## src/range_scan_deepest_gap_finder_unit_macros.svh

```systemverilog
// ---------------------------------------------------------------------------
// Range scan deepest gap finder - assertion macros
// Shared concurrent assertion forms, clocked on clk, held off during reset.
// ---------------------------------------------------------------------------
`ifndef RANGE_SCAN_DEEPEST_GAP_FINDER_UNIT_MACROS_SVH
`define RANGE_SCAN_DEEPEST_GAP_FINDER_UNIT_MACROS_SVH

// same-cycle implication
`define RSDG_ASSERT_NOW(label, ante, cons, msg) \
    label: assert property (@(posedge clk) disable iff (!rst_n) (ante) |-> (cons)) \
        else $error(msg);

// next-cycle implication
`define RSDG_ASSERT_NEXT(label, ante, cons, msg) \
    label: assert property (@(posedge clk) disable iff (!rst_n) (ante) |=> (cons)) \
        else $error(msg);

`endif

```

## src/rsdg_pkg.sv

```systemverilog
// ---------------------------------------------------------------------------
// Range scan deepest gap finder - package
// Sizes, constants, register map and payload types.
// ---------------------------------------------------------------------------
package rsdg_pkg;

    localparam int MaxBeams  = 2048;
    localparam int IdxW      = $clog2(MaxBeams);
    localparam int RangeW    = 16;
    localparam int MinWidthW = 12;
    localparam int CmpW      = (IdxW + 1 > MinWidthW) ? IdxW + 1 : MinWidthW;
    localparam int AddrW     = 3;
    localparam int DataW     = 32;

    localparam logic [RangeW-1:0]    FreeMinMm       = 16'd100;
    localparam logic [IdxW-1:0]      LastIdx         = IdxW'(MaxBeams - 1);
    localparam logic [MinWidthW-1:0] MinGapWidthRst  = 12'd10;
    localparam logic [RangeW-1:0]    MaxRangeMmRst   = 16'd30000;

    typedef enum logic [0:0] {
        RegMinGapWidth = 1'b0,
        RegMaxRangeMm  = 1'b1
    } reg_idx_t;

    typedef struct packed {
        logic [MinWidthW-1:0] min_gap_width;
        logic [RangeW-1:0]    max_range_mm;
    } cfg_t;

    typedef struct packed {
        logic [RangeW-1:0] range_mm;
        logic              last_beam;
    } beam_t;

    typedef struct packed {
        logic              gap_found;
        logic [IdxW-1:0]   gap_first;
        logic [IdxW-1:0]   gap_last;
        logic [IdxW-1:0]   deepest_beam;
        logic [RangeW-1:0] deepest_range;
    } gap_t;

endpackage

```

## src/rsdg_if.sv

```systemverilog
// ---------------------------------------------------------------------------
// Range scan deepest gap finder - channel interfaces
// Beam request channel and gap result channel, valid/ready handshake.
// ---------------------------------------------------------------------------
interface rsdg_beam_if;
    import rsdg_pkg::*;

    logic              valid;
    logic              ready;
    logic [RangeW-1:0] range_mm;
    logic              last_beam;

    modport source (output valid, output range_mm, output last_beam, input ready);
    modport sink (input valid, input range_mm, input last_beam, output ready);
endinterface

interface rsdg_gap_if;
    import rsdg_pkg::*;

    logic              valid;
    logic              ready;
    logic              gap_found;
    logic [IdxW-1:0]   gap_first;
    logic [IdxW-1:0]   gap_last;
    logic [IdxW-1:0]   deepest_beam;
    logic [RangeW-1:0] deepest_range;

    modport source (
        output valid, output gap_found, output gap_first, output gap_last,
        output deepest_beam, output deepest_range, input ready
    );
    modport sink (
        input valid, input gap_found, input gap_first, input gap_last,
        input deepest_beam, input deepest_range, output ready
    );
endinterface

```

## src/rsdg_cfg_regs.sv

```systemverilog
// ---------------------------------------------------------------------------
// Range scan deepest gap finder - configuration registers
// APB-style register file holding minimum gap width and maximum free range.
// ---------------------------------------------------------------------------
module rsdg_cfg_regs (
    input  logic                      clk,
    input  logic                      rst_n,
    input  logic                      psel,
    input  logic                      penable,
    input  logic                      pwrite,
    input  logic [rsdg_pkg::AddrW-1:0] paddr,
    input  logic [rsdg_pkg::DataW-1:0] pwdata,
    output logic [rsdg_pkg::DataW-1:0] prdata,
    output logic                      pready,
    output rsdg_pkg::cfg_t            cfg
);
    import rsdg_pkg::*;

    logic [MinWidthW-1:0] min_gap_width_reg;
    logic [RangeW-1:0]    max_range_mm_reg;
    logic                 wr_en;
    reg_idx_t             reg_idx;

    assign pready  = 1'b1;
    assign wr_en   = psel && penable && pwrite && pready;
    assign reg_idx = reg_idx_t'(paddr[2]);

    always_ff @(posedge clk or negedge rst_n)
    begin
        if (!rst_n)
        begin
            min_gap_width_reg <= MinGapWidthRst;
            max_range_mm_reg  <= MaxRangeMmRst;
        end
        else if (wr_en)
        begin
            case (reg_idx)
                RegMinGapWidth: min_gap_width_reg <= pwdata[MinWidthW-1:0];
                RegMaxRangeMm:  max_range_mm_reg  <= pwdata[RangeW-1:0];
                default:        ;
            endcase
        end
    end

    always_comb
    begin
        case (reg_idx)
            RegMinGapWidth: prdata = DataW'(min_gap_width_reg);
            RegMaxRangeMm:  prdata = DataW'(max_range_mm_reg);
            default:        prdata = '0;
        endcase
    end

    assign cfg.min_gap_width = min_gap_width_reg;
    assign cfg.max_range_mm  = max_range_mm_reg;
endmodule

```

## src/rsdg_in_stage.sv

```systemverilog
// ---------------------------------------------------------------------------
// Range scan deepest gap finder - input register
// Captures one beam request and holds it until the tracker advances.
// ---------------------------------------------------------------------------
module rsdg_in_stage (
    input  logic              clk,
    input  logic              rst_n,
    rsdg_beam_if.sink         beam,
    input  logic              advance,
    output logic              stage_valid,
    output rsdg_pkg::beam_t   stage_beam
);
    import rsdg_pkg::*;

    logic  valid_reg;
    beam_t beam_reg;
    logic  take;

    assign beam.ready = !valid_reg || advance;
    assign take       = beam.valid && beam.ready;

    always_ff @(posedge clk or negedge rst_n)
    begin
        if (!rst_n)
        begin
            valid_reg <= 1'b0;
        end
        else if (beam.ready)
        begin
            valid_reg <= beam.valid;
        end
    end

    always_ff @(posedge clk)
    begin
        if (take)
        begin
            beam_reg.range_mm  <= beam.range_mm;
            beam_reg.last_beam <= beam.last_beam;
        end
    end

    assign stage_valid = valid_reg;
    assign stage_beam  = beam_reg;
endmodule

```

## src/rsdg_gap_tracker.sv

```systemverilog
// ---------------------------------------------------------------------------
// Range scan deepest gap finder - run and gap tracker
// Counts beams, follows runs of free beams and keeps the deepest gap.
// ---------------------------------------------------------------------------
`include "range_scan_deepest_gap_finder_unit_macros.svh"

module rsdg_gap_tracker (
    input  logic            clk,
    input  logic            rst_n,
    input  logic            advance,
    input  rsdg_pkg::beam_t beam,
    input  rsdg_pkg::cfg_t  cfg,
    output logic            result_valid,
    output rsdg_pkg::gap_t  result
);
    import rsdg_pkg::*;

    logic [IdxW-1:0]   beam_cnt_reg, beam_cnt_next;
    logic              in_run_reg, in_run_next;
    logic [IdxW-1:0]   run_start_reg, run_start_next;
    logic [IdxW-1:0]   run_best_index_reg, run_best_index_next;
    logic [RangeW-1:0] run_best_range_reg, run_best_range_next;
    logic              have_best_reg, have_best_next;
    logic [IdxW-1:0]   best_first_reg, best_first_next;
    logic [IdxW-1:0]   best_last_reg, best_last_next;
    logic [IdxW-1:0]   best_index_reg, best_index_next;
    logic [RangeW-1:0] best_range_reg, best_range_next;

    logic              free_beam;
    logic [IdxW-1:0]   start_after;
    logic              run_grow;
    logic [IdxW-1:0]   best_index_after;
    logic [RangeW-1:0] best_range_after;
    logic              close_on_block;
    logic              close_on_last;
    logic [IdxW-1:0]   cand_start;
    logic [IdxW-1:0]   cand_end;
    logic [IdxW-1:0]   cand_index;
    logic [RangeW-1:0] cand_range;
    logic [CmpW-1:0]   cand_width;
    logic              qualify;
    logic              take;
    logic              found;

    always_comb
    begin
        free_beam = (beam.range_mm >= FreeMinMm) && (beam.range_mm <= cfg.max_range_mm);
        start_after = in_run_reg ? run_start_reg : beam_cnt_reg;
        run_grow = free_beam && (!in_run_reg || (beam.range_mm > run_best_range_reg));
        best_index_after = run_grow ? beam_cnt_reg : run_best_index_reg;
        best_range_after = run_grow ? beam.range_mm : run_best_range_reg;

        close_on_block = in_run_reg && !free_beam;
        close_on_last  = beam.last_beam && free_beam;

        cand_start = close_on_last ? start_after : run_start_reg;
        cand_end   = close_on_last ? beam_cnt_reg : beam_cnt_reg - 1'b1;
        cand_index = close_on_last ? best_index_after : run_best_index_reg;
        cand_range = close_on_last ? best_range_after : run_best_range_reg;
        cand_width = CmpW'(beam_cnt_reg) - CmpW'(cand_start) + CmpW'(close_on_last);

        qualify = (close_on_block || close_on_last)
                  && (cand_width >= CmpW'(cfg.min_gap_width));
        take    = qualify && (!have_best_reg || (cand_range > best_range_reg));

        have_best_next  = have_best_reg || take;
        best_first_next = take ? cand_start : best_first_reg;
        best_last_next  = take ? cand_end   : best_last_reg;
        best_index_next = take ? cand_index : best_index_reg;
        best_range_next = take ? cand_range : best_range_reg;

        in_run_next         = free_beam;
        run_start_next      = free_beam ? start_after : run_start_reg;
        run_best_index_next = best_index_after;
        run_best_range_next = best_range_after;
        beam_cnt_next       = (beam_cnt_reg < LastIdx) ? beam_cnt_reg + 1'b1 : beam_cnt_reg;

        found                = have_best_next;
        result_valid         = advance && beam.last_beam;
        result.gap_found     = found;
        result.gap_first     = found ? best_first_next : '0;
        result.gap_last      = found ? best_last_next  : '0;
        result.deepest_beam  = found ? best_index_next : '0;
        result.deepest_range = found ? best_range_next : '0;
    end

    always_ff @(posedge clk or negedge rst_n)
    begin
        if (!rst_n)
        begin
            beam_cnt_reg       <= '0;
            in_run_reg         <= 1'b0;
            run_start_reg      <= '0;
            run_best_index_reg <= '0;
            run_best_range_reg <= '0;
            have_best_reg      <= 1'b0;
            best_first_reg     <= '0;
            best_last_reg      <= '0;
            best_index_reg     <= '0;
            best_range_reg     <= '0;
        end
        else if (advance && beam.last_beam)
        begin
            // drop all scan state after the closing beam
            beam_cnt_reg       <= '0;
            in_run_reg         <= 1'b0;
            run_start_reg      <= '0;
            run_best_index_reg <= '0;
            run_best_range_reg <= '0;
            have_best_reg      <= 1'b0;
            best_first_reg     <= '0;
            best_last_reg      <= '0;
            best_index_reg     <= '0;
            best_range_reg     <= '0;
        end
        else if (advance)
        begin
            beam_cnt_reg       <= beam_cnt_next;
            in_run_reg         <= in_run_next;
            run_start_reg      <= run_start_next;
            run_best_index_reg <= run_best_index_next;
            run_best_range_reg <= run_best_range_next;
            have_best_reg      <= have_best_next;
            best_first_reg     <= best_first_next;
            best_last_reg      <= best_last_next;
            best_index_reg     <= best_index_next;
            best_range_reg     <= best_range_next;
        end
    end

    `RSDG_ASSERT_NOW(a_empty_result_zero, result_valid && !result.gap_found, result.gap_first == '0 && result.gap_last == '0 && result.deepest_beam == '0 && result.deepest_range == '0, "empty result carries nonzero fields")
    `RSDG_ASSERT_NEXT(a_scan_cleared, advance && beam.last_beam, beam_cnt_reg == '0 && !in_run_reg && !have_best_reg, "scan state not cleared after last beam")
    `RSDG_ASSERT_NOW(a_run_start_order, in_run_reg, run_start_reg <= beam_cnt_reg && run_best_index_reg >= run_start_reg, "open run indices out of order")
endmodule

```

## src/range_scan_deepest_gap_finder_unit.sv

```systemverilog
// ---------------------------------------------------------------------------
// Range scan deepest gap finder - top level
// Streams lidar beams, tracks runs of free beams and reports the deepest gap
// of each scan on its last beam.
// ---------------------------------------------------------------------------
//  channel   dir   handshake        payload
//  beam      in    valid / ready    range_mm, last_beam
//  gap       out   valid / ready    gap_found, gap_first, gap_last,
//                                   deepest_beam, deepest_range
//  apb       in    psel / penable   min_gap_width, max_range_mm
//
//  One beam per cycle unless a last beam waits on a held result: a beam is
//  registered, then updates the scan state; a scan's result is registered
//  in the output register as its last beam advances. Reset clears the scan
//  state and loads the register defaults. A result waiting in the output
//  register stalls only a later last beam; ordinary beams keep flowing.
// ---------------------------------------------------------------------------
`include "range_scan_deepest_gap_finder_unit_macros.svh"

module range_scan_deepest_gap_finder_unit (
    input  logic                       clk,
    input  logic                       rst_n,
    input  logic                       psel,
    input  logic                       penable,
    input  logic                       pwrite,
    input  logic [rsdg_pkg::AddrW-1:0] paddr,
    input  logic [rsdg_pkg::DataW-1:0] pwdata,
    output logic [rsdg_pkg::DataW-1:0] prdata,
    output logic                       pready,
    rsdg_beam_if.sink                  beam,
    rsdg_gap_if.source                 gap
);
    import rsdg_pkg::*;

    cfg_t  cfg;
    logic  stage_valid;
    beam_t stage_beam;
    logic  advance;
    logic  result_valid;
    gap_t  result;
    logic  out_valid_reg;
    gap_t  out_reg;

    rsdg_cfg_regs u_cfg_regs (
        .clk     (clk),
        .rst_n   (rst_n),
        .psel    (psel),
        .penable (penable),
        .pwrite  (pwrite),
        .paddr   (paddr),
        .pwdata  (pwdata),
        .prdata  (prdata),
        .pready  (pready),
        .cfg     (cfg)
    );

    rsdg_in_stage u_in_stage (
        .clk         (clk),
        .rst_n       (rst_n),
        .beam        (beam),
        .advance     (advance),
        .stage_valid (stage_valid),
        .stage_beam  (stage_beam)
    );

    rsdg_gap_tracker u_gap_tracker (
        .clk          (clk),
        .rst_n        (rst_n),
        .advance      (advance),
        .beam         (stage_beam),
        .cfg          (cfg),
        .result_valid (result_valid),
        .result       (result)
    );

    // hold a last beam while the previous result is still waiting
    assign advance = stage_valid && (!stage_beam.last_beam || !out_valid_reg || gap.ready);

    always_ff @(posedge clk or negedge rst_n)
    begin
        if (!rst_n)
        begin
            out_valid_reg <= 1'b0;
        end
        else if (result_valid)
        begin
            out_valid_reg <= 1'b1;
        end
        else if (gap.ready)
        begin
            out_valid_reg <= 1'b0;
        end
    end

    always_ff @(posedge clk)
    begin
        if (result_valid)
        begin
            out_reg <= result;
        end
    end

    assign gap.valid         = out_valid_reg;
    assign gap.gap_found     = out_reg.gap_found;
    assign gap.gap_first     = out_reg.gap_first;
    assign gap.gap_last      = out_reg.gap_last;
    assign gap.deepest_beam  = out_reg.deepest_beam;
    assign gap.deepest_range = out_reg.deepest_range;

    `RSDG_ASSERT_NEXT(a_last_beam_held, stage_valid && stage_beam.last_beam && out_valid_reg && !gap.ready, stage_valid && stage_beam.last_beam, "stalled last beam dropped")
    `RSDG_ASSERT_NOW(a_result_slot_free, result_valid, !out_valid_reg || gap.ready, "result overwrites a waiting result")
    `RSDG_ASSERT_NOW(a_plain_beam_flows, stage_valid && !stage_beam.last_beam, advance && beam.ready, "ordinary beam stalled")
endmodule
```

## src/flat_wrapper.sv

```systemverilog
// flat-port wrapper written by rule: the top's interface ports become plain ports
module range_scan_deepest_gap_finder_unit_flat import rsdg_pkg::*;
  (clk, rst_n, psel, penable, pwrite, paddr, pwdata, prdata, pready, beam_valid, beam_range_mm, beam_last_beam, beam_ready, gap_valid, gap_gap_found, gap_gap_first, gap_gap_last, gap_deepest_beam, gap_deepest_range, gap_ready);
  rsdg_beam_if beam_i ();
  rsdg_gap_if gap_i ();
  input  logic clk;
  input  logic rst_n;
  input  logic psel;
  input  logic penable;
  input  logic pwrite;
  input  logic [rsdg_pkg::AddrW-1:0] paddr;
  input  logic [rsdg_pkg::DataW-1:0] pwdata;
  output logic [rsdg_pkg::DataW-1:0] prdata;
  output logic pready;
  input wire logic [$bits(beam_i.valid)-1:0] beam_valid;
  input wire logic [$bits(beam_i.range_mm)-1:0] beam_range_mm;
  input wire logic [$bits(beam_i.last_beam)-1:0] beam_last_beam;
  output wire logic [$bits(beam_i.ready)-1:0] beam_ready;
  output wire logic [$bits(gap_i.valid)-1:0] gap_valid;
  output wire logic [$bits(gap_i.gap_found)-1:0] gap_gap_found;
  output wire logic [$bits(gap_i.gap_first)-1:0] gap_gap_first;
  output wire logic [$bits(gap_i.gap_last)-1:0] gap_gap_last;
  output wire logic [$bits(gap_i.deepest_beam)-1:0] gap_deepest_beam;
  output wire logic [$bits(gap_i.deepest_range)-1:0] gap_deepest_range;
  input wire logic [$bits(gap_i.ready)-1:0] gap_ready;
  assign beam_i.valid = beam_valid;
  assign beam_i.range_mm = beam_range_mm;
  assign beam_i.last_beam = beam_last_beam;
  assign beam_ready = beam_i.ready;
  assign gap_valid = gap_i.valid;
  assign gap_gap_found = gap_i.gap_found;
  assign gap_gap_first = gap_i.gap_first;
  assign gap_gap_last = gap_i.gap_last;
  assign gap_deepest_beam = gap_i.deepest_beam;
  assign gap_deepest_range = gap_i.deepest_range;
  assign gap_i.ready = gap_ready;
  range_scan_deepest_gap_finder_unit u_core (.clk(clk), .rst_n(rst_n), .psel(psel), .penable(penable), .pwrite(pwrite), .paddr(paddr), .pwdata(pwdata), .prdata(prdata), .pready(pready), .beam(beam_i), .gap(gap_i));
endmodule
```

## config.mk

```make
export PLATFORM = sky130hd
export DESIGN_NAME = range_scan_deepest_gap_finder_unit_flat
export DESIGN_NICKNAME = d
export VERILOG_FILES = /design/src/rsdg_pkg.sv /design/src/rsdg_if.sv /design/src/rsdg_cfg_regs.sv /design/src/rsdg_in_stage.sv /design/src/rsdg_gap_tracker.sv /design/src/range_scan_deepest_gap_finder_unit.sv /design/src/flat_wrapper.sv
export VERILOG_INCLUDE_DIRS = /design/src /design/src/src
export SDC_FILE = /design/constraint.sdc
export NUM_CORES = 1
export LEC_CHECK = 0
export BUFFER_PORTS_ARGS = -buffer_cell sky130_fd_sc_hd__buf_4
export CAP_MARGIN = 20
export CORE_MARGIN = 1.5
export CORE_UTILIZATION = 55
export CTS_BUF_LIST = sky130_fd_sc_hd__clkbuf_2 sky130_fd_sc_hd__clkbuf_4 sky130_fd_sc_hd__clkbuf_8
export DETAILED_ROUTE_END_ITERATION = 16
export MAX_ROUTING_LAYER = met4
export PLACE_DENSITY_LB_ADDON = 0.1
export SYNTH_ARGS = -nofsm -noshare
export SYNTH_HDL_FRONTEND = slang
export SYNTH_SLANG_ARGS = --single-unit
```

## constraint.sdc

```tcl
create_clock -name clk -period 18.1 [get_ports clk]
set_clock_uncertainty 0.2 [all_clocks]
set_input_delay 0.905 -clock clk [delete_from_list [all_inputs] [get_ports clk]]
set_output_delay 0.905 -clock clk [all_outputs]
set_load 0.02 [all_outputs]
```

* Yosys cells after proc, flatten, opt, wreduce, memory -nomap -nowiden
Index checks and enable logic that the tools add are counted.
** Operators by class
- Bitwise logic cells :: 1
- Reduce and logical (&&, ||, !) cells :: 32
- Magnitude comparators :: 6
- Muxes and demuxes :: 36
- Add/subtract/negate cells :: 4
** Operators with widths (number)
- two-way mux 11 bit :: 22
- two-way mux 16 bit :: 7
- case mux 32 bit (2 select lines) :: 1
- > comparator 16 bit :: 2
- greater-or-equal comparator 16 x 7 -> 1 bit, second input constant :: 1
- less-or-equal comparator 16 bit :: 1
- adder 12 x 1 -> 12 bit :: 1
- greater-or-equal comparator 12 bit :: 1
- subtractor 11 x 11 -> 12 bit :: 1
- adder 11 x 1 -> 11 bit, second input constant :: 1
- logical AND 1 bit :: 11
- less-than comparator 11 bit, second input constant :: 1
- subtractor 11 x 1 -> 11 bit, second input constant :: 1
- AND reduction 2 bit :: 4
- nonzero test 2 bit :: 4
- logical OR 1 bit :: 7
- zero test 1 bit :: 6
- two-way mux 1 bit :: 6
- NOT 1 bit :: 1
** Word-level totals
- Word-level logic and storage cells :: 100
- Input bits :: 59
- Output and inout bits :: 85
- Flip-flop bits (word level) :: 197

* Logic depth before layout (Yosys ltp)
Gate-level depths: netlist of run 1.
- Word-level depth :: 12
- Depth in mapped cells :: 30
- Depth with buffers taken out :: 27

* Cells and area by module
A second synthesis of run 1 with hierarchy kept.
** Second synthesis, totals
- Cell total of the unflattened synthesis :: 979
- Area, all modules :: 11461.0 um^2
** Modules (own cells, without submodules)
- rsdg_gap_tracker :: cells each 807, area each 7861.3 um^2, instances 1
- range_scan_deepest_gap_finder_unit :: cells each 54, area each 1554.0 um^2, instances 1
- rsdg_cfg_regs :: cells each 97, area each 1481.4 um^2, instances 1
- rsdg_in_stage :: cells each 21, area each 564.3 um^2, instances 1

* Worst setup path after synthesis of run 1
OpenSTA, ideal clock, no wires.
- Path type :: reg-to-reg
- Start point :: register u_core.u_cfg_regs.max_range_mm_reg[13]
- End point :: register u_core.out_reg, in the netlist u_core.gap.deepest_beam[1], data pin
- Stages on the path, launching flop included :: 30
- Setup slack :: 11.365 ns
- Arrival time :: 6.260 ns
- Library setup time :: 0.275 ns
- Path through :: dfstp_2 -> inv_1 -> ha_1 -> nand4_2 -> nor3_1 -> nor3_1 -> nor4b_2 -> o21ai_0 -> nor3_2 -> buf_4 -> mux2i_1 -> ha_1 -> ha_1 -> a21o_1 -> a21oi_1 -> o21ai_0 -> a21oi_1 -> o21a_1 -> o21ai_0 -> o41ai_1 -> xor2_1 -> ha_1 -> or4_1 -> a221oi_1 -> o21ai_0 -> o21a_1 -> o21a_2 -> nor2_1 -> clkbuf_1 -> a211oi_1
** Between the ends
- Longest elaborated chain between the ends :: 10
- Elaborated cells on any way between the ends :: 21
** RTL lines
- start: declaration :: RTL line rsdg_cfg_regs.sv:20 : logic [RangeW-1:0] max_range_mm_reg;
- start signal: assignment :: RTL line rsdg_cfg_regs.sv:33 : max_range_mm_reg <= MaxRangeMmRst;
- start signal: assignment :: RTL line rsdg_cfg_regs.sv:39 : RegMaxRangeMm: max_range_mm_reg <= pwdata[RangeW-1:0];
- less-or-equal comparator 16 bit * :: RTL line rsdg_gap_tracker.sv:47 : free_beam = (beam.range_mm >= FreeMinMm) && (beam.range_mm <= cfg.max_range_mm);
- logical AND 1 bit * :: RTL line rsdg_gap_tracker.sv:47
- logical AND 1 bit :: RTL line rsdg_gap_tracker.sv:54 : close_on_last = beam.last_beam && free_beam;
- two-way mux 11 bit :: RTL line rsdg_gap_tracker.sv:56 : cand_start = close_on_last ? start_after : run_start_reg;
- subtractor 11 x 11 -> 12 bit :: RTL line rsdg_gap_tracker.sv:60 : cand_width = CmpW'(beam_cnt_reg) - CmpW'(cand_start) + CmpW'(close_on_last);
- adder 12 x 1 -> 12 bit :: RTL line rsdg_gap_tracker.sv:60
- greater-or-equal comparator 12 bit :: RTL line rsdg_gap_tracker.sv:63 : && (cand_width >= CmpW'(cfg.min_gap_width));
- logical AND 1 bit :: RTL line rsdg_gap_tracker.sv:63
- logical AND 1 bit :: RTL line rsdg_gap_tracker.sv:64 : take = qualify && (!have_best_reg || (cand_range > best_range_reg));
- two-way mux 11 bit or logical OR 1 bit (tied branches) :: RTL line rsdg_gap_tracker.sv:69, rsdg_gap_tracker.sv:66
- end signal: assignment :: RTL line range_scan_deepest_gap_finder_unit.sv:99 : out_reg <= result;
- end: declaration :: RTL line range_scan_deepest_gap_finder_unit.sv:42 : gap_t out_reg;
Every way passes the cells marked *; elsewhere a longest branch is shown, timed or not.
A chain may end at the register's enable or synchronous reset.

* Final worst setup path of run 1
- Start point :: register u_core.u_cfg_regs.max_range_mm_reg[13]
- End point :: register u_core.out_reg, in the netlist u_core.gap.gap_first[5], data pin
** Between the ends
- Longest elaborated chain between the ends :: 10
- Elaborated cells on any way between the ends :: 19
** RTL lines (RTL line)
- less-or-equal comparator 16 bit * :: rsdg_gap_tracker.sv:47
- logical AND 1 bit * :: rsdg_gap_tracker.sv:47
- logical AND 1 bit :: rsdg_gap_tracker.sv:54
- two-way mux 11 bit :: rsdg_gap_tracker.sv:56
- subtractor 11 x 11 -> 12 bit :: rsdg_gap_tracker.sv:60
- adder 12 x 1 -> 12 bit :: rsdg_gap_tracker.sv:60
- greater-or-equal comparator 12 bit :: rsdg_gap_tracker.sv:63
- logical AND 1 bit :: rsdg_gap_tracker.sv:63
- logical AND 1 bit :: rsdg_gap_tracker.sv:64
- two-way mux 11 bit or logical OR 1 bit (tied branches) :: rsdg_gap_tracker.sv:67, rsdg_gap_tracker.sv:66
Marks and branches as above.

==> impl_metrics.py, run 1 <==
metrics = {
    "die": {
        "start_util_pct": 55.7,
        "rows": 53,
        "die_h_um": 149,
        "design.die.area_um2": 22100,
        "fp.dieW_um": 149,
        "fp.coreArea_um2": 21000,
        "boundaryPins": 144,
    },
    "cts": {
        "ctsHoldBuffers": 0,
        "clockBufferDepth": 2,
        "clkSlewWorstSetupHoldPaths_ns": 0.10,
        "cts_max_level": 4,
        "root_buffer": "clkbuf_8",
        "numCtsBuffers": 17,
        "post_cts_buffers": 0,
        "tritoncts": "done",
        "numClockSinks": 197,
        "cts_resized": 0,
        "clock_latency_ns": 0.48,
    },
    "hold_path": {
        "hold_path_class": "input port to async pin",
    },
    "pwr": {
        "power_density_nw_per_um2": 135,
        "vdd_drop_max_v": 0.0000894,
        "leakagePower_nw": 5.37,
    },
    "logic_synthesis": {
        "ys_async_sr_fraction_pct": 66.0,
        "yosysUniqueCellTypes": 63,
        "syn_inst": 1187,
        "ys_seq_elements": 197,
        "syn_avg_cell_area_um2": 9.84,
        "synth_area_um2": 11700,
        "yosys-top-cells-count": "153 x nand2_1, 121 x dfrtp_1, 91 x inv_1, 83 x ha_1",
        "yosysTopAreaCell": "dfrtp_1",
        "yosysSeqAreaShare_pct": 45.2,
        "synth_top_area_share_pct": 25.9,
        "synth_most_common_cell": "nand2_1",
        "synth_flop_cell": "dfrtp_1",
        "synthTopCellsByArea": "dfrtp_1 26%, edfxtp_1 17%, ha_1 8.9%",
        "ys_warn_count": 0,
        "synth-edff-count": 67,
    },
    "route": {
        "dr.pass1.iters": 5,
        "wire_per_inst_um": 18.2,
        "viasPerCell": 5.92,
        "routed-via-count": 9103,
        "drt-initial-drc-count": 782,
        "antenna_left": 0,
        "drc_errors": 0,
        "wl_mm": 28.0,
    },
    "global_route": {
        "grt_max_degree": 77,
        "antenna_found_initial": 0,
        "grt_overflow": 0,
        "grt_pass1_vias": 8437,
        "grt_pass1_wl_mm": 45.5,
        "grt_use_total_pct": 26.9,
    },
    "layout": {
        "area_growth_pct": 11.1,
        "largest_reg_flops": 17,
        "fin_area_um2": 13000,
        "layout-drive-gt1-share_pct": 18.1,
        "n_antenna_cell": 0,
        "final_nets": 1392,
        "utilization_pct": 61.9,
    },
    "critical_path": {
        "crit_path_end_kind": "register",
        "startpoint": "u_core.u_cfg_regs.max_range_mm_reg[13]",
        "crit_path_max_incr_delay_ns": 0.55,
        "path_class": "register to register",
        "critPathSlowestCell": "dfstp_2",
        "crit-reg2reg-launch": "u_core.u_cfg_regs.max_range_mm_reg[13]",
        "cp_max_fo": 59,
        "startpoint_type": "register",
        "cp.required_ns": 18.16,
        "cp.arrival_ns": 7.79,
    },
    "timing": {
        "slew_violations": 0,
        "relSlewSlack_pct": 34.4,
        "tightest_slew_ns": 0.985,
        "rsz0062_at_grt": "false",
        "fin_crit_sh_pct": 42.7,
        "clock.fmax_mhz": 129,
        "setup-violations-final": 0,
        "post-route-min-period_ns": 7.73,
        "setup_tns_ns": 0,
        "hold_viol_final": 0,
    },
    "placed_design": {
        "gp_congestion": 0.861,
        "dpl_cell_area_um2": 12600,
        "dp_hpwl_mm": 19.0,
        "port_buffers": 108,
    },
    "run_status": {
        "status": "complete, no violations",
    },
    "job": {
        "max_cap_violations": 0,
    },
}
==> layout make-up <==
cell class                      count  area [um2]
Fill cell                        1833        7980
Multi-Input combinational cell    813        5660
Sequential cell                   197        5280
Timing Repair Buffer              129         988
Tap cell                          275         344
Inverter                           91         342
Clock buffer                       18         241
Clock inverter                     14         118
==> metal layers <==
metal	GRT usage [%]	routed length, um
met5	-	0
met3	3.62	1440
met1	39.5	13300
met4	7.33	372
met2	39.3	12900
==> path summary, 6_finish.rpt <==
check	endpoint	slack, ns	depth (start not counted)
setup / recovery	u_core.gap.gap_first[5]	10.37	29
hold / removal	u_core.u_cfg_regs.min_gap_width_reg[8]	0.18	1
setup reg to reg	u_core.gap.gap_first[5]	10.37	29
hold reg to reg	u_core.u_gap_tracker.best_range_reg[10]	0.29	2
max in group asynchronous	u_core.u_gap_tracker.run_best_index_reg[2]	16.37	2
min in group clk	u_core.u_gap_tracker.best_range_reg[10]	0.29	2
==> kinds of logic after synthesis <==
family / synth area share, %
simple gates: 13.4
compound gates: 17.9
flops: 45.2
buf+inv: 7.03
fa+ha+maj: 9.06
mux: 6.04
xor+xnor: 1.35
other cells: 0.0643
==> critical path, delay by kind of cell (launching register included) <==
kind | cells | cell delay [ns]
fa+ha+maj | 4 | 1.10
buf+inv | 3 | 0.64
compound gates | 14 | 3.38
simple gates | 6 | 1.22
mux | 1 | 0.23
flops | 1 | 0.55
xor+xnor | 1 | 0.14
==> metrics by stage <==
| stage | cells | hold WS [ns] | setup slack, ns | power [mW] |
|---|---|---|---|---|
| final | 1537 | 0.177 | 10.37 | 1.75 |
| after global routing | 1537 | 0.184 | 9.61 | 1.89 |
| after CTS | 1535 | 0.297 | 10.32 | 1.75 |
| after detailed placement | 1503 | 0.274 | 10.37 | 1.49 |
| after global placement | 1503 | 0.266 | 10.39 | 1.46 |
| after floorplan | 1202 | 0.249 | 11.37 | 1.26 |
==> power by group <==
part	internal (mW)	switching [mW]
clock network	0.100	0.168
registers	0.573	0.0721
logic	0.306	0.532
total	0.980	0.772
==> cell usage in the layout, fill, tap and decap left out, types with 3 or more instances in the layout <==
cell / netlist / final
a211oi_1: 43 / 43
a21o_1: 3 / 3
a21oi_1: 67 / 67
a221oi_1: 3 / 3
a22o_1: 22 / 22
a22oi_1: 17 / 17
and2_1: 10 / 10
and3_1: 4 / 4
buf_4: 20 / 127
clkbuf_8: 0 / 17
clkinvlp_4: 0 / 5
conb_1: 2 / 17
dfrtp_1: 121 / 121
dfstp_2: 9 / 9
edfxtp_1: 67 / 67
ha_1: 83 / 83
inv_1: 91 / 91
inv_6: 0 / 5
mux2_2: 44 / 44
mux2i_1: 21 / 21
nand2_1: 153 / 152
nand3_1: 21 / 21
nand4_1: 31 / 31
nor2_1: 28 / 26
nor2_4: 0 / 3
nor2b_1: 8 / 8
nor3_1: 27 / 27
nor4_1: 4 / 4
o211ai_1: 11 / 11
o21a_1: 5 / 5
o21ai_0: 65 / 65
o21bai_1: 3 / 3
o221ai_1: 16 / 16
o22ai_1: 5 / 5
o311ai_0: 33 / 33
or3_1: 7 / 7
or4_1: 15 / 15
xnor2_1: 9 / 9
xor2_1: 9 / 9
Note: power is estimated with default switching activity, not from simulation.
==> run 2: changes to the inputs <==
Clock period 18.1 ns to 7.65 ns, I/O delays scaled along.
==> impl_metrics.py, run 2 (same netlist as run 1, synthesis figures left out) <==
metrics = {
    "global_route": {
        "grt_use_total_pct": 27.5,
        "grt_pass1_vias": 8952,
        "grt_pass1_wl_mm": 46.9,
        "grt_overflow": 0,
        "antenna_found_initial": 0,
        "grt_max_degree": 67,
    },
    "cts": {
        "root_buffer": "clkbuf_8",
        "clockBufferDepth": 2,
        "numCtsBuffers": 17,
        "tritoncts": "done",
        "numClockSinks": 197,
        "clkSlewWorstSetupHoldPaths_ns": 0.10,
        "clock_latency_ns": 0.48,
        "cts_max_level": 4,
    },
    "critical_path": {
        "crit_path_max_incr_delay_ns": 0.55,
        "cp-endpoint": "u_core.gap.gap_first[1]",
        "path_class": "register to register",
        "rr_worst_depth": 28,
        "r2r_slack_ns": 0.47,
        "startpoint": "u_core.u_cfg_regs.max_range_mm_reg[13]",
        "startpoint_type": "register",
        "crit-reg2reg-launch": "u_core.u_cfg_regs.max_range_mm_reg[13]",
        "critPathSlowestCell": "dfstp_2",
        "crit_path_end_kind": "register",
        "r2r_end": "u_core.gap.gap_first[1]",
        "cp_max_fo": 32,
        "cp.required_ns": 7.71,
        "cp.arrival_ns": 7.24,
    },
    "layout": {
        "layout-drive-gt1-share_pct": 18.1,
        "area_growth_pct": 14.6,
        "largest_reg_flops": 17,
        "utilization_pct": 63.9,
        "multiInputGateArea_um2": 5680,
        "fillers": 1791,
        "n_antenna_cell": 0,
        "final_nets": 1434,
        "layout_common_cells": "151 x nand2_1, 132 x buf_4, 121 x dfrtp_1, 91 x inv_1, 83 x ha_1",
        "layout_commonest_cell": "nand2_1",
        "seqCellArea_um2": 5280,
    },
    "route": {
        "dr.pass1.iters": 5,
        "drt-initial-drc-count": 685,
        "antenna_left": 0,
        "met3_length_mm": 1.58,
        "wl_met1_mm": 13.6,
        "routed-via-count": 9370,
        "wire_per_inst_um": 18.3,
        "drc_errors": 0,
        "wl_met2_mm": 13.2,
        "viasPerCell": 5.93,
        "wl_mm": 28.8,
        "highest_layer": "met4",
    },
    "timing": {
        "slew_violations": 0,
        "tightest_slew_ns": 0.958,
        "setup_tns_ns": 0,
        "post-route-min-period_ns": 7.18,
        "fin_crit_sh_pct": 93.8,
        "clock.fmax_mhz": 139,
        "setup-violations-final": 0,
        "relSlewSlack_pct": 36.1,
        "hold_viol_final": 0,
        "rsz0062_at_grt": "false",
    },
    "die": {
        "boundaryPins": 144,
        "rows": 53,
        "design.die.area_um2": 22100,
        "die_h_um": 149,
        "fp.coreArea_um2": 21000,
        "start_util_pct": 55.7,
        "fp.dieW_um": 149,
    },
    "run_status": {
        "status": "complete, no violations",
    },
    "pwr": {
        "leakagePower_nw": 5.56,
        "vdd_drop_max_v": 0.000215,
        "power_density_nw_per_um2": 315,
    },
    "placed_design": {
        "gp_congestion": 0.864,
        "port_buffers": 108,
        "dp_hpwl_mm": 19.4,
    },
    "hold_path": {
        "hold_path_class": "register to register",
    },
    "job": {
        "max_cap_violations": 0,
    },
}
[run 2: per-layer routing]
layer	vias up	GRT usage (%)
met5	-	-
met4	0	6.73
met3	33	4.23
met2	304	40.8
met1	4500	39.6
li1	4533	-
[run 2: critical path, delay by kind of cell (launching register included)]
family                   cells  cell delay (ns)
XOR/XNOR                     1             0.13
buffers and inverters        4             0.77
AND/OR/NAND/NOR              5             1.06
AO/OA/AOI/OAI               13             2.72
adder cells (fa/ha/maj)      4             1.23
flip-flops                   1             0.55
multiplexers                 1             0.26
[run 2: power by group]
part	total, mW	internal (mW)	switching (mW)
sequential	1.53	1.36	0.172
clock	0.646	0.243	0.403
combinational	2.04	0.766	1.28
[run 2: what timing repair did]
item,CTS,global route
setup endpoints to repair,0,99
setup buffers,0,1
hold buffers,36,0
endpoints found under the hold margin,106,0
resized for setup,0,5
[run 2: worst min path at each step]
stage                                                from                                    end  slack, ns  cells after the start
floorplan                                           rst_n                       u_core.gap.valid      -0.11                      0
global placement    u_core.u_gap_tracker.best_last_reg[0]  u_core.u_gap_tracker.best_last_reg[0]       0.26                      2
detailed placement  u_core.u_gap_tracker.best_last_reg[0]  u_core.u_gap_tracker.best_last_reg[0]       0.27                      2
CTS                 u_core.u_gap_tracker.best_last_reg[0]  u_core.u_gap_tracker.best_last_reg[0]       0.29                      2
global route        u_core.u_gap_tracker.best_last_reg[0]  u_core.u_gap_tracker.best_last_reg[0]       0.32                      2
finish              u_core.u_gap_tracker.best_last_reg[0]  u_core.u_gap_tracker.best_last_reg[0]       0.29                      2
[run 2: per-stage QoR]
step	power (mW)	hold slack [ns]	instances	setup slack [ns]	instance area, um2
final	4.22	0.294	1579	0.471	13400
after global routing	4.54	0.320	1579	0.00478	13400
after CTS	4.19	0.293	1577	0.154	13400
after detailed placement	3.53	0.269	1509	0.183	12600
after global placement	3.47	0.262	1509	0.369	12600
after floorplan	2.99	-0.113	1202	0.915	11700
[run 2: area by class of cell]
class | count | area share, %
well taps | 275 | 2.57
multi-input cells | 814 | 42.4
clock buffers | 18 | 1.85
repair buffers | 170 | 10.3
inverters | 91 | 2.55
flip-flops and latches | 197 | 39.4
clock inverters | 14 | 0.878
==> run 3: changes to the inputs <==
Settings changed: ABC_AREA from default to 1.
==> impl_metrics.py, run 3 <==
metrics = {
    "placed_design": {
        "gp_congestion": 0.918,
        "dp_hpwl_mm": 19.2,
        "port_buffers": 108,
        "pre_cts_ws_ns": 0.859,
    },
    "die": {
        "die_h_um": 150,
        "boundaryPins": 144,
        "design.die.area_um2": 22400,
        "fp.dieW_um": 150,
        "rows": 53,
        "fp.coreArea_um2": 21000,
        "start_util_pct": 56.2,
    },
    "logic_synthesis": {
        "synth_top_area_share_pct": 25.6,
        "yosysUniqueCellTypes": 42,
        "yosysSeqAreaShare_pct": 44.7,
        "synth_flop_cell": "dfrtp_1",
        "syn_avg_cell_area_um2": 7.83,
        "synth_area_um2": 11800,
        "yosysTopAreaCell": "dfrtp_1",
        "synth_most_common_cell": "nand2_1",
        "ys_warn_count": 0,
        "yosys-top-cells-count": "470 x nand2_1, 182 x inv_1, 134 x o21ai_0, 125 x nand3_1, 121 x dfrtp_1",
        "syn_inst": 1509,
        "ys_async_sr_fraction_pct": 66.0,
        "synthTopCellsByArea": "dfrtp_1 26%, edfxtp_1 17%, nand2_1 15%",
        "ys_seq_elements": 197,
        "synth-edff-count": 67,
    },
    "hold_path": {
        "hold_path_class": "register to register",
    },
    "cts": {
        "cts_resized": 0,
        "numClockSinks": 197,
        "cts_max_level": 4,
        "tritoncts": "done",
        "numCtsBuffers": 17,
        "root_buffer": "clkbuf_8",
        "clkSlewWorstSetupHoldPaths_ns": 0.12,
        "clockBufferDepth": 2,
        "clock_latency_ns": 0.48,
    },
    "route": {
        "drc_errors": 0,
        "antenna_left": 0,
        "wl_mm": 27.2,
        "viasPerCell": 5.24,
        "dr.pass1.iters": 5,
        "drt-initial-drc-count": 912,
        "routed-via-count": 9962,
        "wire_per_inst_um": 14.3,
    },
    "layout": {
        "final_nets": 1754,
        "largest_reg_flops": 17,
        "layout_commonest_cell": "nand2_1",
        "layout-drive-gt1-share_pct": 11.1,
        "area_growth_pct": 13.2,
        "layout_common_cells": "470 x nand2_1, 181 x inv_1, 134 x o21ai_0, 125 x nand3_1, 121 x dfrtp_1",
    },
    "critical_path": {
        "startpoint_type": "register",
        "crit_path_end_kind": "register",
        "path_class": "register to register",
        "crit_path_max_incr_delay_ns": 0.68,
        "cp_max_fo": 38,
        "critPathSlowestCell": "inv_2",
        "r2r_slack_ns": 0.75,
        "cp.arrival_ns": 6.92,
        "cp.required_ns": 7.67,
    },
    "global_route": {
        "grt_use_total_pct": 26.1,
        "antenna_found_initial": 1,
        "grt_pass1_wl_mm": 45.0,
        "grt_pass1_vias": 9207,
        "grt_overflow": 0,
        "grt_max_degree": 70,
    },
    "timing": {
        "clock.fmax_mhz": 145,
        "post-route-min-period_ns": 6.90,
        "setup-violations-final": 0,
        "rsz0062_at_grt": "false",
        "relSlewSlack_pct": 37.6,
        "hold_viol_final": 0,
        "fin_crit_sh_pct": 90.2,
        "slew_violations": 0,
        "setup_tns_ns": 0,
        "tightest_slew_ns": 0.933,
        "fin_ws_ns": 0.748,
    },
    "pwr": {
        "leakagePower_nw": 6.74,
        "vdd_drop_max_v": 0.000195,
        "power_density_nw_per_um2": 284,
        "power.total_mw": 3.80,
    },
    "run_status": {
        "status": "complete, no violations",
    },
    "job": {
        "max_cap_violations": 0,
    },
}
-- run 3: timing repair --
action,4_1_cts,5_1_grt
hold buffers,36,0
buffers inserted,0,0
endpoints found under the hold margin,105,0
-- run 3: path summary, 6_finish.rpt --
| kind | start | endpoint | depth (start not counted) |
|---|---|---|---|
| min reg2reg | u_core.u_gap_tracker.best_index_reg[7] | u_core.u_gap_tracker.best_index_reg[7] | 2 |
| max reg2reg | u_core.u_cfg_regs.max_range_mm_reg[13] | u_core.gap.deepest_range[3] | 30 |
| min | u_core.u_gap_tracker.best_index_reg[7] | u_core.u_gap_tracker.best_index_reg[7] | 2 |
| max in group asynchronous | rst_n | u_core.u_gap_tracker.run_best_range_reg[6] | 3 |
| min in group asynchronous | rst_n | u_core.u_gap_tracker.best_range_reg[9] | 2 |
| max | u_core.u_cfg_regs.max_range_mm_reg[13] | u_core.gap.deepest_range[3] | 30 |
-- run 3: through the flow --
step | instance area, um2 | instances | utilization, % | hold WS (ns)
detailed placement | 12600 | 1831 | 60.2 | 0.265
floorplan | 11900 | 1524 | - | -0.113
finish | 13400 | 1900 | 63.6 | 0.286
CTS | 13400 | 1899 | 63.6 | 0.292
global placement | 12600 | 1831 | 60.2 | 0.261
global route | 13400 | 1900 | 63.6 | 0.311
-- run 3: metal layers --
metal | vias up | GRT usage [%] | routed length, um
met5 | - | - | 0
met2 | 271 | 39.3 | 12300
met3 | 31 | 4.39 | 1380
met1 | 4610 | 36.6 | 13100
li1 | 5050 | - | -
met4 | 0 | 7.13 | 433
-- run 3: area by class of cell --
type                            count  area, um2
Fill cell                        1867       7650
Sequential cell                   197       5280
Multi-Input combinational cell   1055       5440
Antenna cell                        1       2.50
Clock buffer                       19        249
Timing Repair Buffer              154       1250
Clock inverter                     13        114
Inverter                          186        698
Tap cell                          275        344
-- run 3: report_power, final --
part	leakage, nW	switching (mW)	total (mW)	internal, mW
Combinational	4.20	1.11	1.71	0.599
Sequential	2.35	0.118	1.45	1.33
Clock	0.192	0.406	0.650	0.244
-- run 3: worst max-delay path, delay by kind of cell, from the launching register on --
kind,cells,cell delay [ns]
AOI/OAI and AO/OA,9,1.41
xor gates and xnor gates,1,0.09
adders and majority gates,4,1.29
buffers and inverters,4,1.39
DFF,1,0.56
and+or+nand+nor,12,1.69
-- run 3: cell families (layout without fill, tap and decap cells) --
logic type / count (synthesis) / in the layout / share of synthesized area [%]
and+or+nand+nor: 725 / 725 / 25.8
other: 2 / 18 / 0.0636
xor gates and xnor gates: 19 / 19 / 1.41
DFF: 197 / 197 / 44.7
buffers and inverters: 272 / 372 / 9.81
adders and majority gates: 84 / 84 / 8.96
AOI/OAI and AO/OA: 210 / 210 / 9.31
